File: src/hdl/hssc_pkg.sv
package hssc_pkg;

	// field widths
	localparam int COEF_W = 16;
	localparam int WORD_W = 2 * COEF_W;
	localparam int PROD_W = 2 * COEF_W;
	localparam int TERM_W = PROD_W + 2;
	localparam int SUM_W  = 40;
	localparam int MODE_W = 6;
	localparam int CFG_W  = 7;
	localparam int CUT_W  = 6;

	// register indexes on the configuration port
	localparam logic REG_MODE_COUNT  = 1'b0;
	localparam logic REG_CUTOFF_MODE = 1'b1;

	// reset values of the registers
	localparam logic [CFG_W-1:0] MODE_COUNT_RST  = 7'd64;
	localparam logic [CUT_W-1:0] CUTOFF_MODE_RST = 6'd0;

	// commands from the sequencer to one coefficient chain
	typedef struct packed {
		logic wr;
		logic init;
		logic seek_up;
		logic seek_down;
		logic step;
		logic step_pos;
	} hssc_chain_cmd_t;

	// control that travels with each term through the mac pipeline
	typedef struct packed {
		logic valid;
		logic first;
		logic last;
		logic zero;
		logic end_run;
	} hssc_term_ctl_t;

endpackage

File: src/hdl/hssc_mac.sv
module hssc_mac import hssc_pkg::*; #(
	parameter int KW = 6
) (
	input  logic                    clk,
	input  logic                    arst_n,
	input  hssc_term_ctl_t          ctl,
	input  logic [KW-1:0]           k,
	input  logic [WORD_W-1:0]       a,
	input  logic                    a_conj,
	input  logic [WORD_W-1:0]       b,
	input  logic                    b_conj,
	output logic                    result_valid,
	output logic [MODE_W-1:0]       mode_index,
	output logic signed [SUM_W-1:0] sum_re,
	output logic signed [SUM_W-1:0] sum_im,
	output logic                    last_mode,
	output logic                    pipe_busy
);

	logic signed [COEF_W-1:0] ar, ai, br, bi;

	hssc_term_ctl_t           ctl_s1, ctl_s2;
	logic [KW-1:0]            k_s1, k_s2;
	logic                     ca_s1, cb_s1;
	logic signed [PROD_W-1:0] p_rr_s1, p_ii_s1, p_rb_s1, p_ib_s1;
	logic signed [TERM_W-1:0] e_rr, e_ii, e_rb, e_ib, x_im, y_im;
	logic signed [TERM_W-1:0] term_re_c, term_im_c;
	logic signed [TERM_W-1:0] term_re_s2, term_im_s2;
	logic signed [SUM_W-1:0]  base_re, base_im, acc_re_c, acc_im_c;
	logic signed [SUM_W-1:0]  acc_re_q, acc_im_q;
	logic                     result_valid_q, last_mode_q;
	logic [MODE_W-1:0]        mode_index_q;
	logic signed [SUM_W-1:0]  sum_re_q, sum_im_q;

	assign ar = a[WORD_W-1:COEF_W];
	assign ai = a[COEF_W-1:0];
	assign br = b[WORD_W-1:COEF_W];
	assign bi = b[COEF_W-1:0];

	// control of the pipeline
	always_ff @(posedge clk or negedge arst_n) begin
		if (!arst_n) begin
			ctl_s1         <= '0;
			ctl_s2         <= '0;
			result_valid_q <= 1'b0;
		end else begin
			ctl_s1         <= ctl;
			ctl_s2         <= ctl_s1;
			result_valid_q <= ctl_s2.valid && ctl_s2.last;
		end
	end

	// stage 1: four partial products, conjugation kept as flags
	always_ff @(posedge clk) begin
		k_s1    <= k;
		ca_s1   <= a_conj;
		cb_s1   <= b_conj;
		p_rr_s1 <= PROD_W'(ar) * PROD_W'(br);
		p_ii_s1 <= PROD_W'(ai) * PROD_W'(bi);
		p_rb_s1 <= PROD_W'(ar) * PROD_W'(bi);
		p_ib_s1 <= PROD_W'(ai) * PROD_W'(br);
	end

	// stage 2: complex product with signs applied
	always_comb begin
		e_rr      = TERM_W'(p_rr_s1);
		e_ii      = TERM_W'(p_ii_s1);
		e_rb      = TERM_W'(p_rb_s1);
		e_ib      = TERM_W'(p_ib_s1);
		term_re_c = (ca_s1 ^ cb_s1) ? e_rr + e_ii : e_rr - e_ii;
		x_im      = cb_s1 ? -e_rb : e_rb;
		y_im      = ca_s1 ? -e_ib : e_ib;
		term_im_c = x_im + y_im;
	end

	always_ff @(posedge clk) begin
		k_s2       <= k_s1;
		term_re_s2 <= term_re_c;
		term_im_s2 <= term_im_c;
	end

	// stage 3: accumulate, restart on the first term of a mode
	always_comb begin
		base_re  = ctl_s2.first ? '0 : acc_re_q;
		base_im  = ctl_s2.first ? '0 : acc_im_q;
		acc_re_c = base_re + SUM_W'(term_re_s2);
		acc_im_c = base_im + SUM_W'(term_im_s2);
	end

	always_ff @(posedge clk) begin
		if (ctl_s2.valid) begin
			acc_re_q <= acc_re_c;
			acc_im_q <= acc_im_c;
		end
		if (ctl_s2.valid && ctl_s2.last) begin
			mode_index_q <= MODE_W'(k_s2);
			sum_re_q     <= ctl_s2.zero ? '0 : acc_re_c;
			sum_im_q     <= ctl_s2.zero ? '0 : acc_im_c;
			last_mode_q  <= ctl_s2.end_run;
		end
	end

	assign result_valid = result_valid_q;
	assign mode_index   = mode_index_q;
	assign sum_re       = sum_re_q;
	assign sum_im       = sum_im_q;
	assign last_mode    = last_mode_q;
	assign pipe_busy    = ctl_s1.valid || ctl_s2.valid;

endmodule

File: config.mk
export PLATFORM = sky130hd
export DESIGN_NAME = hssc_mac
export DESIGN_NICKNAME = d
export VERILOG_FILES = /design/src/hdl/hssc_pkg.sv /design/src/hdl/hssc_mac.sv
export SDC_FILE = /design/constraint.sdc
export NUM_CORES = 2
export LEC_CHECK = 0
export ABC_CLOCK_PERIOD_IN_PS = 13600
export BUFFER_PORTS_ARGS = -buffer_cell sky130_fd_sc_hd__buf_2
export CAP_MARGIN = 10
export CORE_ASPECT_RATIO = 1.5
export CORE_UTILIZATION = 52
export CTS_CLUSTER_DIAMETER = 40
export CTS_CLUSTER_SIZE = 28
export DETAILED_ROUTE_END_ITERATION = 7
export GPL_TIMING_DRIVEN = 0
export PLACE_DENSITY = 0.75
export RECOVER_POWER = 25
export SYNTH_ARGS = -nofsm -noshare
export SYNTH_HDL_FRONTEND = slang
export SYNTH_SLANG_ARGS = --single-unit
File: constraint.sdc
create_clock -name clk -period 13.6 [get_ports clk]
set_clock_uncertainty 0.2 [all_clocks]
set_input_delay 1.36 -clock clk [delete_from_list [all_inputs] [get_ports clk]]
set_output_delay 1.36 -clock clk [all_outputs]
set_load 0.02 [all_outputs]
Word-level counts from Yosys, hierarchy flattened
Index checks and enable logic that the tools add are counted.
- reduce and logical (&&, ||, !) cells: 2
- mux-type cells: 5
- bitwise operators: 1
- $mul: 4
- add/subtract/negate cells: 7
- operators with widths (operator ; count):
    $mul 16x16->32 ; 4
    $mux 34 ; 3
    $add 40x34->40 ; 2
    $mux 40 ; 2
    $neg 32->34 ; 2
    $add 34x34->34 ; 1
    $add 32x32->33 ; 1
    $sub 32x32->33 ; 1
    $logic_and 1x1->1 ; 1
    $logic_or 1x1->1 ; 1
    $xor 1x1->1 ; 1
- word-level logic and storage cells: 46
- flip-flop bits (word level): 388
- input bits: 79

Depth between registers and ports, before layout
- depth in word-level cells: 3
- depth in mapped cells: 24
- gate-level depth less buffers: 23

Least setup slack after synthesis
OpenSTA, ideal clock, no wires.
- path type: input port to flip-flop
- from: in b[17]
- to: reg p_ib_s1[31]
- slack: 6245 ps
- required time: 13328 ps
- stages on the path: 19
- data arrival time: 7083 ps
- library setup time: 72 ps
- path through: clkbuf_1 > nand2_1 > inv_1 > fa_1 > fa_1 > fa_1 > fa_1 > fa_1 > inv_1 > fa_1 > inv_1 > ha_1 > a2111oi_0 > o21a_1 > o21ai_0 > a2111o_1 > a21o_1 > a21oi_1 > xnor2_1
- cells in the longest elaborated chain, start to end: 1
- RTL lines (element ; line ; RTL):
    from (decl) ; hssc_mac.sv:10 ; input logic [WORD_W-1:0] b,
    $mul 16x16->32 ; hssc_mac.sv:61 ; p_ib_s1 <= PROD_W'(ai) * PROD_W'(br);
    to (signal assigned) ; hssc_mac.sv:61 ;
    to (decl) ; hssc_mac.sv:25 ; logic signed [PROD_W-1:0] p_rr_s1, p_ii_s1, p_rb_s1, p_ib_s1;
No other way between the ends.
A chain may end at the register's enable or synchronous reset.

Worst setup path in the final report
- from: in b[18]
- to: reg p_rr_s1[30]
- cells in the longest elaborated chain, start to end: 1
- RTL lines (element ; line ; RTL):
    $mul 16x16->32 ; hssc_mac.sv:58 ; p_rr_s1 <= PROD_W'(ar) * PROD_W'(br);
    to (signal assigned) ; hssc_mac.sv:58 ;
    to (decl) ; hssc_mac.sv:25 ;
No other way between the ends.

==> flow_metrics.tcl <==
set metrics [dict create \
    core-area_um2 113000 \
    final_hold_viol_count 0 \
    ys.flop_type "dfxtp_1" \
    synth-seq-area-share_pct 15.9 \
    maxSlewViolCount 87 \
    setup_violations 0 \
    ant_nets 0 \
    crit_fanout 10 \
    rsz0062_at_grt "false" \
    fmax_mhz 113 \
    syn_avg_cell_area_um2 9.38 \
    path_common_cell "fa_1" \
    worst_path_dominant_cell_family "adder cells" \
    cts_resized 0 \
    cts_root_buffer "clkbuf_16" \
    grtUsageTotal_pct 33.4 \
    antenna_found_initial 32 \
    min_path_type "flop to flop" \
    viasPerCell 5.73 \
    via_count 46200 \
    layout.nets 8174 \
    cp-end-kind "flop" \
    syn-num-nets 7969 \
    drt_first_pass_iters 6 \
    synthToLayoutAreaGrowth_pct 6.58 \
    grt_overflow 0 \
    slew_headroom_pct -109 \
    num_io_pins 168 \
    status "finished, violations left" \
    cts_hold_buf 0 \
    ys_warn_count 0 \
    clk-insertion-delay-late_ps 620 \
    gp_congestion 1.03 \
    place_ws_ps 4210 \
    drt_iter0_drc 3072 \
    fin_crit_sh_pct 65.3 \
    grt_pass1_vias 48800 \
    syn-cell-area_um2 59700 \
    cts_setup_buffers 0 \
    clockBufferDepth 3 \
    die_w_um 279 \
    crit_path_start_kind "input pin" \
    drc 0 \
    path_buf_inv 5 \
    fin_ws_ps 4720 \
    hpwl_mm 159 \
    synth-edff-count 167 \
    cpPeakStageDelay_ps 890 \
    drive_gt1_share_pct 4.03 \
    cp.required_ps 13830 \
    violations "max-capacitance violations, max-slew violations" \
    async_flop_share_pct 2.84 \
    initial_core_util_pct 52.7 \
    synth.distinct_cells 74 \
    fp.dieArea_um2 116000 \
    crit_type "input pin to flop" \
    cts-buffers-inserted 31 \
    tritoncts "yes" \
    wl_mm 191 \
    htree_levels 1 \
    worstMarginPinSlew_ps 3130 \
    cap_violations 2 \
    netlist_instances 6364 \
    synth_seq_cells 387 \
    io_buffers 167 \
    fin_crit_ps 8880 \
    grt_start_max_net_pins 55 \
    critPathSlowestCell "fa_1" \
    worstPathCellList "buf_2 > clkbuf_1 > nand2_1 > inv_1 > fa_1 > fa_1 > fa_1 > fa_1 > fa_1 > inv_1 > fa_1 > inv_1 > ha_1 > and2_1 > nand3_1 > nor2_1 > a21o_1 > nor3b_1 > a21o_1 > nand2_1 > o311ai_0" \
    wl_per_cell_um 23.6 \
    die_h_um 417 \
    tns_ps 0 \
    worstPathArrival_ps 9110 \
    grt_pass1_wl_mm 287 \
    clk_pin_slew_ps 90 \
    num_rows 151 \
    cts_sinks 387 \
]
==> cells by family after synthesis <==
| family | after synthesis | share of synthesized area (%) |
|---|---|---|
| xor+xnor | 341 | 5.00 |
| flops | 387 | 15.9 |
| simple gates | 1791 | 15.2 |
| mux | 16 | 0.295 |
| fa+ha+maj | 1526 | 45.2 |
| compound gates | 829 | 9.10 |
| buf+inv | 1474 | 9.29 |
==> worst paths after layout <==
kind | startpoint | to | slack [ps] | cells past startpoint
max | b[18] | p_rr_s1[30] | 4720 | 21
max in group asynchronous | arst_n | ctl_s1[4] | 12310 | 1
min | k_s1[5] | k_s2[5] | 140 | 0
min in group asynchronous | arst_n | result_valid | 500 | 1
min reg2reg | k_s1[5] | k_s2[5] | 140 | 0
max reg2reg | p_ib_s1[5] | term_im_s2[27] | 7810 | 14
==> flip-flops by register name, indices dropped and copies added (netlist names), 6 cells and up <==
register    count
acc_im_q       40
mode_index      6
p_rr_s1        32
k_s1            6
sum_re         40
k_s2            6
sum_im         40
term_re_s2     33
p_ib_s1        32
p_ii_s1        32
term_im_s2     34
p_rb_s1        32
acc_re_q       40
==> metal layers <==
metal	up-vias	global-route usage, %	part of all wire (%)
met5	-	0	0.081
met4	26	26.9	9.7
met3	711	6.26	7.4
met2	1904	57.4	49
met1	23200	35.8	34
li1	20400	-	-
==> per-stage QoR <==
step | std cells | util (%) | hold slack, ps | area [µm²]
finish | 8062 | 56.1 | 142 | 63600
global route | 8052 | 56.1 | 151 | 63600
CTS | 8044 | 56.1 | 143 | 63600
detailed placement | 7987 | 55.1 | 120 | 62400
global placement | 7984 | 55.0 | 112 | 62400
floorplan | 6364 | - | 110 | 59700
==> cells in the mapped netlist (all sizes together), types with 29 or more instances <==
master,number,area share [%]
inv,1221,7.7
fa,1052,35
nand2,621,3.9
and2,497,5.2
ha,474,9.9
xnor2,272,4.0
clkbuf,248,1.6
a21oi,219,1.8
dfxtp,209,7.0
nor2,197,1.2
o21ai,172,1.4
edfxtp,167,8.4
nor2b,164,1.7
a21o,95,1.2
xor2,69,1.0
nand3,60,0.50
nor3,56,0.48
nand2b,48,0.50
o31ai,44,0.56
or3,40,0.43
o21a,38,0.48
a211oi,37,0.47
o21bai,29,0.36
==> layout by cell type (no fill, tap or decap), types with 12 or more instances in the layout <==
cell / count
o21ai_0: 172
o31ai_1: 43
edfxtp_1: 167
ha_1: 474
xor2_1: 69
or4_1: 12
a2111oi_0: 14
nand2_1: 621
and2_1: 493
xnor2_1: 272
a211oi_1: 37
clkbuf_16: 31
or2_2: 14
fa_1: 1052
and3_1: 18
nand4_1: 20
o21a_1: 38
a21oi_1: 219
a21o_1: 95
nor4_1: 16
o21bai_1: 29
or3_1: 39
nand3_1: 60
nor2b_1: 164
mux2_2: 13
a31oi_1: 20
diode_2: 16
a21boi_0: 16
nand2b_1: 48
inv_1: 1221
buf_2: 163
dfxtp_1: 209
o211ai_1: 20
nor2_1: 197
nor3_1: 55
clkbuf_1: 254
==> final cells by class <==
class / instances / area (µm²)
fillers: 10200 / 49700
multi-input cells: 4503 / 44700
flip-flops and latches: 387 / 9470
inverters: 1221 / 4580
well taps: 1453 / 1820
plain buffers: 253 / 962
repair buffers: 172 / 896
clock buffers: 31 / 776
clock inverters: 26 / 400
diodes: 16 / 40.0
Power is left out: the tool's default activity adds up to more than one toggle a clock period on the data nets, which glitch-free logic cannot reach.
