File: src/hdl/hssc_pkg.sv
package hssc_pkg;

	// field widths
	localparam int COEF_W = 16;
	localparam int WORD_W = 2 * COEF_W;
	localparam int PROD_W = 2 * COEF_W;
	localparam int TERM_W = PROD_W + 2;
	localparam int SUM_W  = 40;
	localparam int MODE_W = 6;
	localparam int CFG_W  = 7;
	localparam int CUT_W  = 6;

	// register indexes on the configuration port
	localparam logic REG_MODE_COUNT  = 1'b0;
	localparam logic REG_CUTOFF_MODE = 1'b1;

	// reset values of the registers
	localparam logic [CFG_W-1:0] MODE_COUNT_RST  = 7'd64;
	localparam logic [CUT_W-1:0] CUTOFF_MODE_RST = 6'd0;

	// commands from the sequencer to one coefficient chain
	typedef struct packed {
		logic wr;
		logic init;
		logic seek_up;
		logic seek_down;
		logic step;
		logic step_pos;
	} hssc_chain_cmd_t;

	// control that travels with each term through the mac pipeline
	typedef struct packed {
		logic valid;
		logic first;
		logic last;
		logic zero;
		logic end_run;
	} hssc_term_ctl_t;

endpackage

File: src/hdl/hssc_cell.sv
module hssc_cell import hssc_pkg::*; (
	input  logic              clk,
	input  logic [WORD_W-1:0] from_up,
	input  logic [WORD_W-1:0] from_dn,
	input  logic [WORD_W-1:0] din,
	input  logic              we,
	input  logic              sh_up,
	input  logic              sh_dn,
	output logic [WORD_W-1:0] q
);

	logic [WORD_W-1:0] word_q;

	// one coefficient word: load, or take a neighbour's word
	always_ff @(posedge clk) begin
		if (we) begin
			word_q <= din;
		end else if (sh_up) begin
			word_q <= from_up;
		end else if (sh_dn) begin
			word_q <= from_dn;
		end
	end

	assign q = word_q;

endmodule

File: src/hdl/hssc_chain.sv
module hssc_chain import hssc_pkg::*; #(
	parameter int MAX_MODES = 64,
	localparam int IW = (MAX_MODES > 1) ? $clog2(MAX_MODES) : 1,
	localparam int SW = IW + 1
) (
	input  logic                 clk,
	input  logic                 arst_n,
	input  hssc_chain_cmd_t      cmd,
	input  logic [IW-1:0]        wr_idx,
	input  logic [WORD_W-1:0]    wr_data,
	input  logic signed [SW-1:0] init_s,
	output logic [WORD_W-1:0]    tap,
	output logic                 tap_conj,
	output logic signed [SW-1:0] s_idx,
	output logic [IW-1:0]        pos
);

	logic [WORD_W-1:0]    cell_q [MAX_MODES];
	logic signed [SW-1:0] s_q;
	logic [IW-1:0]        pos_q;
	logic                 step_up;
	logic                 mv_up;
	logic                 mv_dn;

	// a step of the signed index moves away from zero or towards it
	always_comb begin
		if (cmd.step_pos) begin
			step_up = !s_q[SW-1];
		end else begin
			step_up = s_q[SW-1] || (s_q == '0);
		end
		mv_up = cmd.seek_up || (cmd.step && step_up);
		mv_dn = cmd.seek_down || (cmd.step && !step_up);
	end

	// ring of cells, cell 0 is the tap
	for (genvar i = 0; i < MAX_MODES; i++) begin : g_cell
		localparam int UP = (i + 1) % MAX_MODES;
		localparam int DN = (i + MAX_MODES - 1) % MAX_MODES;
		hssc_cell u_cell (
			.clk     (clk),
			.from_up (cell_q[UP]),
			.from_dn (cell_q[DN]),
			.din     (wr_data),
			.we      (cmd.wr && (wr_idx == IW'(i))),
			.sh_up   (mv_up),
			.sh_dn   (mv_dn),
			.q       (cell_q[i])
		);
	end

	// ring offset and signed mode index seen at the tap
	always_ff @(posedge clk or negedge arst_n) begin
		if (!arst_n) begin
			pos_q <= '0;
			s_q   <= '0;
		end else begin
			if (mv_up) begin
				pos_q <= pos_q + 1'b1;
			end else if (mv_dn) begin
				pos_q <= pos_q - 1'b1;
			end
			if (cmd.init) begin
				s_q <= init_s;
			end else if (cmd.step) begin
				s_q <= cmd.step_pos ? s_q + SW'(1) : s_q - SW'(1);
			end
		end
	end

	assign tap      = cell_q[0];
	assign tap_conj = s_q[SW-1];
	assign s_idx    = s_q;
	assign pos      = pos_q;

endmodule

File: config.mk
export PLATFORM = sky130hd
export DESIGN_NAME = hssc_chain
export DESIGN_NICKNAME = d
export VERILOG_FILES = /design/src/hdl/hssc_pkg.sv /design/src/hdl/hssc_cell.sv /design/src/hdl/hssc_chain.sv
export SDC_FILE = /design/constraint.sdc
export NUM_CORES = 2
export LEC_CHECK = 0
export BUFFER_PORTS_ARGS = -buffer_cell sky130_fd_sc_hd__buf_4
export CORE_MARGIN = 2
export CORE_UTILIZATION = 44
export CTS_BUF_LIST = sky130_fd_sc_hd__clkbuf_2
export DETAILED_ROUTE_END_ITERATION = 10
export PLACE_DENSITY = 0.63
export SKIP_LAST_GASP = 1
export SYNTH_ARGS = -nofsm -noshare
export SYNTH_HDL_FRONTEND = slang
export SYNTH_SLANG_ARGS = --single-unit
File: constraint.sdc
create_clock -name clk -period 3.8 [get_ports clk]
set_input_delay 0.19 -clock clk [delete_from_list [all_inputs] [get_ports clk]]
set_output_delay 0.19 -clock clk [all_outputs]
set_load 0.05 [all_outputs]
## Word-level counts from Yosys, hierarchy flattened

Cells that the tools add are included.

- Add/subtract/negate cells: 4
- Eq/ne operators: 63
- Multiplexer cells: 198
- Reduce and logical (&&, ||, !) cells: 139

Operator list:

| operator | number |
|---|---|
| $mux 32 | 192 |
| $eq 6x6->1 const B | 32 |
| $reduce_bool 3->1 | 64 |
| $eq 6x5->1 const B | 16 |
| $logic_and 1x1->1 | 66 |
| $eq 6x4->1 const B | 8 |
| $eq 6x3->1 const B | 4 |
| $mux 7 | 3 |
| $eq 6x2->1 const B | 2 |
| $mux 6 | 2 |
| $add 7x2->7 const B | 1 |
| $logic_not 7->1 | 1 |
| $sub 7x2->7 const B | 1 |
| $add 6x1->6 const B | 1 |
| $eq 6x1->1 const B | 1 |
| $logic_not 6->1 | 1 |
| $sub 6x1->6 const B | 1 |
| $reduce_bool 2->1 | 2 |
| $logic_or 1x1->1 | 3 |
| $logic_not 1->1 | 2 |
| $mux 1 | 1 |

- Flip-flop bits (word level): 2,061
- Bits of input ports: 53
- Output and inout port bits: 46
- Logic and storage cells: 470

## Longest topological paths before layout

- Depth after elaboration: 9
- Mapped depth: 13
- Mapped depth without buffers: 9

## Cells and area by module

Synthesis repeated with hierarchy kept, for this count alone.

- Cell total of the unflattened synthesis: 9,177
- Area total of the unflattened synthesis: 108,584.1 um2

By module, submodules not included:

| module | times used | cells an instance | area an instance (um2) | seq. area each (um2) |
|---|---|---|---|---|
| hssc_cell | 64 | 140 | 1,672.9 | 960.9 |
| hssc_chain | 1 | 217 | 1,521.5 | 325.3 |

## Worst setup path after synthesis

OpenSTA, ideal clock, no wires.

- Path type: in2reg
- Start point: input wr_idx[4]
- End point: register g_cell[0].u_cell.word_q[0], enable pin
- Library setup time: 0.466 ns
- Data arrival time: 3.434 ns
- Path slack: -0.100 ns
- Stages: 5
- Path buffers: 3
- Cell sequence: or3b_2 > clkbuf_1 > clkbuf_1 > clkbuf_1 > o21ai_0

- Longest elaborated chain between the ends: 3

Ends and longest elaborated chain:

| element | RTL line | RTL |
|---|---|---|
| start: declaration | hssc_chain.sv:9 | `input logic [IW-1:0] wr_idx,` |
| $logic_not 6->1 | hssc_chain.sv:45 | `.we (cmd.wr && (wr_idx == IW'(i))),` |
| $logic_and 1x1->1 | hssc_chain.sv:45 |  |
| $reduce_bool 3->1 (no source line) | - |  |
| end signal: assignment | hssc_cell.sv:17 | `word_q <= din;` |
| end signal: assignment | hssc_cell.sv:19 | `word_q <= from_up;` |
| end signal: assignment | hssc_cell.sv:21 | `word_q <= from_dn;` |
| end: declaration | hssc_cell.sv:12 | `logic [WORD_W-1:0] word_q;` |

Every way passes these cells.
A chain may end at the register's enable or synchronous reset.

## Final worst setup path

- Start point: input wr_idx[1]
- End point: register g_cell[18].u_cell.word_q[19], enable pin

- Longest elaborated chain between the ends: 3

Ends and longest elaborated chain:

| element | RTL line |
|---|---|
| $eq 6x5->1 | hssc_chain.sv:45 |
| $logic_and 1x1->1 | hssc_chain.sv:45 |
| $reduce_bool 3->1 (no source line) | - |
| end signal: assignment | hssc_cell.sv:17 |
| end signal: assignment | hssc_cell.sv:19 |
| end signal: assignment | hssc_cell.sv:21 |
| end: declaration | hssc_cell.sv:12 |

Every way passes these cells.

==> results.yml <==
global_routing:
  grtUsageTotal_pct: 24.5
  grt_max_degree: 127
  grt_pass1_wl_mm: 468
  antenna_found_initial: 11
  first_global_vias: 78566
  grt-ovfl-total: 0
routing:
  vias: 80701
  dr.first_iter.drc_count: 9407
  drc: 0
  wl_per_cell_um: 21.6
  ant_nets: 0
  vias_per_cell: 5.71
  wirelength_mm: 306
  drt_pre_antenna_iters: 6
floorplan:
  num_rows: 179
  io_pins: 99
  dieHeight_um: 493
  start_util_pct: 44.2
  die_w_um: 493
  core-area_sq_mm: 0.238
  dieArea_sq_mm: 0.243
place:
  hpwlAfterDp_mm: 187
  place_congestion: 0.838
  io_buffers: 98
  dp.cells: 12950
final_layout:
  layout_common_cells: "nand2_1, edfxtp_1, mux2i_1"
  finalNonFillerCells: 14132
  filler_cell_count: 21650
  area_growth_pct: 9.97
  drive_above_1_share_pct: 12.2
  final_net_count: 10668
  layout_commonest_cell: "nand2_1"
setup_path:
  crit_path_cell_trace: "dlygate4sd3_1, dlygate4sd3_1, buf_4, nor2b_1, dlygate4sd3_1, nand3_2, dlygate4sd3_1, dlygate4sd3_1, buf_4, nand2_1, dlygate4sd3_1, buf_4"
  worst_r2r_endpoint: "pos[3]"
  cp-end-kind: "flop"
  crit_required_ns: 5.27
  ff2ff_setup_slack_ns: 0.27
  crit_arrival_ns: 5.08
  crit_top_cell: "dlygate4sd3_1"
  start_kind: "input port"
  r2r_cells: 8
  cp_max_fo: 29
  critPathMaxStageDelay_ns: 0.77
  crit_type: "input port to flop"
  crit_slowest_cell: "dlygate4sd3_1"
  r2r_start: "s_idx[3]"
power_and_ir_drop:
  switching_share_pct: 33.9
  pwr-share-seq_pct: 59.1
  leakage_uw: 0.0441
  internal_power_uw: 50700
  comb_power_share_pct: 20.8
  p_switching_uw: 26000
  p_per_area_mw_per_mm2: 664
  irDropWorstVdd_mv: 0.420
  p_clk_share_pct: 20.2
hold_path:
  hold_end: "g_cell[22].u_cell.q[11]"
  holdCritPathClass: "input port to flop"
  hold_path_depth: 6
  min-delay-start: "wr_data[11]"
clock_network:
  numCtsBuffers: 568
  clk_path_buf_depth: 4
  htree_levels: 6
  cts_tree: "done"
  clock-root-buffer: "clkbuf_2"
  clk_pin_slew_ns: 0.10
  clk_latency_ns: 1.93
  cts_sinks: 2061
sta:
  final.setup.tns_ns: 0
  worst_pin_slew_ns: 1.25
  timing_hold_violations_final: 0
  fin_worst_skew_ns: 0.197
  slew_violations: 0
  finalSetupViolations: 0
  max-slew-margin-rel_pct: 16.9
  fmax_ghz: 0.277
  holdWs_ns: 0.209
  period_needed_ns: 3.62
  fin_crit_sh_pct: 95.2
  rsz0062_at_grt: "no"
synth:
  async_flop_share_pct: 0.631
  syn_nets: 10540
  syn_inst: 10480
  synth_cell_types: 47
  ys_ff_latch: 2061
  seq_area_frac_synth_pct: 58.8
  syn_avg_cell_area_sq_um: 10.0
  synth_ff_type: "edfxtp_1"
  syn-cell-area_sq_mm: 0.105
  synth-edff-count: 2048
  ys_warn_count: 0
outcome:
  status: "finished, final reports clean"
job:
  maxCapViolations: 0
==> critical path, delay by kind of cell <==
| kind | cells | cell delay [ns] |
|---|---|---|
| buffers and inverters | 9 | 4.60 |
| and+or+nand+nor | 3 | 0.27 |
==> logic make-up after synthesis <==
family | after synthesis | synth area share [%]
simple gates | 4190 | 15.1
mux | 1059 | 10.1
fa+ha+maj | 7 | 0.0905
compound gates | 2117 | 11.3
xor+xnor | 11 | 0.0917
flops | 2061 | 58.8
buf+inv | 1035 | 4.50
==> stage by stage <==
step,total power (uW),cell area [sq um],utilization (%),setup slack (ns)
2_1_floorplan,53600,105000,-,-0.100
3_3_place_gp,59900,108000,45.4,0.544
3_5_place_dp,61000,108000,45.4,0.601
4_1_cts,76800,116000,48.6,0.0342
5_1_grt,80900,116000,48.6,0.155
6_report,76700,116000,48.6,0.184
==> Yosys cell counts, types with 2 or more instances <==
cell | number | share of area [%]
nand2_1 | 3114 | 11
edfxtp_1 | 2048 | 59
mux2i_1 | 1058 | 10
nor2_1 | 1033 | 3.7
a31oi_1 | 992 | 5.9
o21ai_0 | 796 | 3.8
clkbuf_1 | 655 | 2.3
o21ai_1 | 308 | 1.5
buf_2 | 249 | 1.2
buf_6 | 53 | 0.57
buf_1 | 38 | 0.14
buf_4 | 36 | 0.26
nand3_1 | 14 | 0.067
dfrtp_1 | 13 | 0.31
xnor2_1 | 10 | 0.083
ha_1 | 6 | 0.071
a211oi_1 | 5 | 0.036
and3_1 | 5 | 0.030
nor2b_1 | 5 | 0.030
inv_1 | 4 | 0.014
or3_1 | 4 | 0.024
a21o_1 | 3 | 0.021
a21oi_1 | 3 | 0.014
a2111oi_0 | 2 | 0.017
nand2b_1 | 2 | 0.012
nor4b_1 | 2 | 0.017
o21bai_1 | 2 | 0.014
==> metal layers <==
| layer | part of all wire (%) | global-route usage (%) | vias up | wire length [um] |
|---|---|---|---|---|
| li1 | - | - | 37614 | - |
| met1 | 42 | 34.1 | 38381 | 129000 |
| met2 | 45 | 37.9 | 3959 | 138000 |
| met3 | 8.8 | 4.31 | 743 | 26900 |
| met4 | 3.7 | 9.90 | 4 | 11300 |
| met5 | 0.0049 | 0 | - | 15 |
==> state kept, by name, summed over array words and instances (netlist names) <==
| signal | flops |
|---|---|
| pos | 6 |
| g_cell.u_cell.q | 2048 |
| s_idx | 7 |
==> layout make-up <==
cell class,count,area (sq um),share of cell area (%)
tap,3167,3960,3.43
inverter,4,15.0,0.0130
clock inverter,78,383,0.331
multi-input combinational,7385,39100,33.8
sequential,2061,61800,53.5
timing repair buffer,588,6070,5.26
clock buffer,833,4170,3.61
antenna,16,40.0,0.0346
==> worst max path at each step <==
| stage | from | end | cells past startpoint |
|---|---|---|---|
| global route | s_idx[3] | pos[4] | 10 |
| floorplan | wr_idx[4] | g_cell[0].u_cell.q[0] | 5 |
| finish | wr_idx[1] | g_cell[18].u_cell.q[19] | 12 |
| CTS | wr_idx[1] | g_cell[60].u_cell.q[15] | 13 |
| detailed placement | s_idx[4] | pos[4] | 9 |
| global placement | s_idx[4] | pos[4] | 9 |
==> timing repair <==
action | 4_1_cts | 5_1_grt
setup endpoints to repair | 0 | 8
setup buffers | 0 | 2
resized for setup | 0 | 2
hold buffers | 254 | 0
hold endpoints to repair | 4122 | 0
==> power groups by stage <==
stage	clock [uW]	combinational, uW	sequential [uW]
after floorplan	0	12400	41200
after global placement	0	14500	45400
after detailed placement	0	15400	45600
after CTS	15700	15900	45100
after global routing	16800	17900	46100
final	15500	15900	45300
Note: power is estimated with default switching activity, not from simulation.
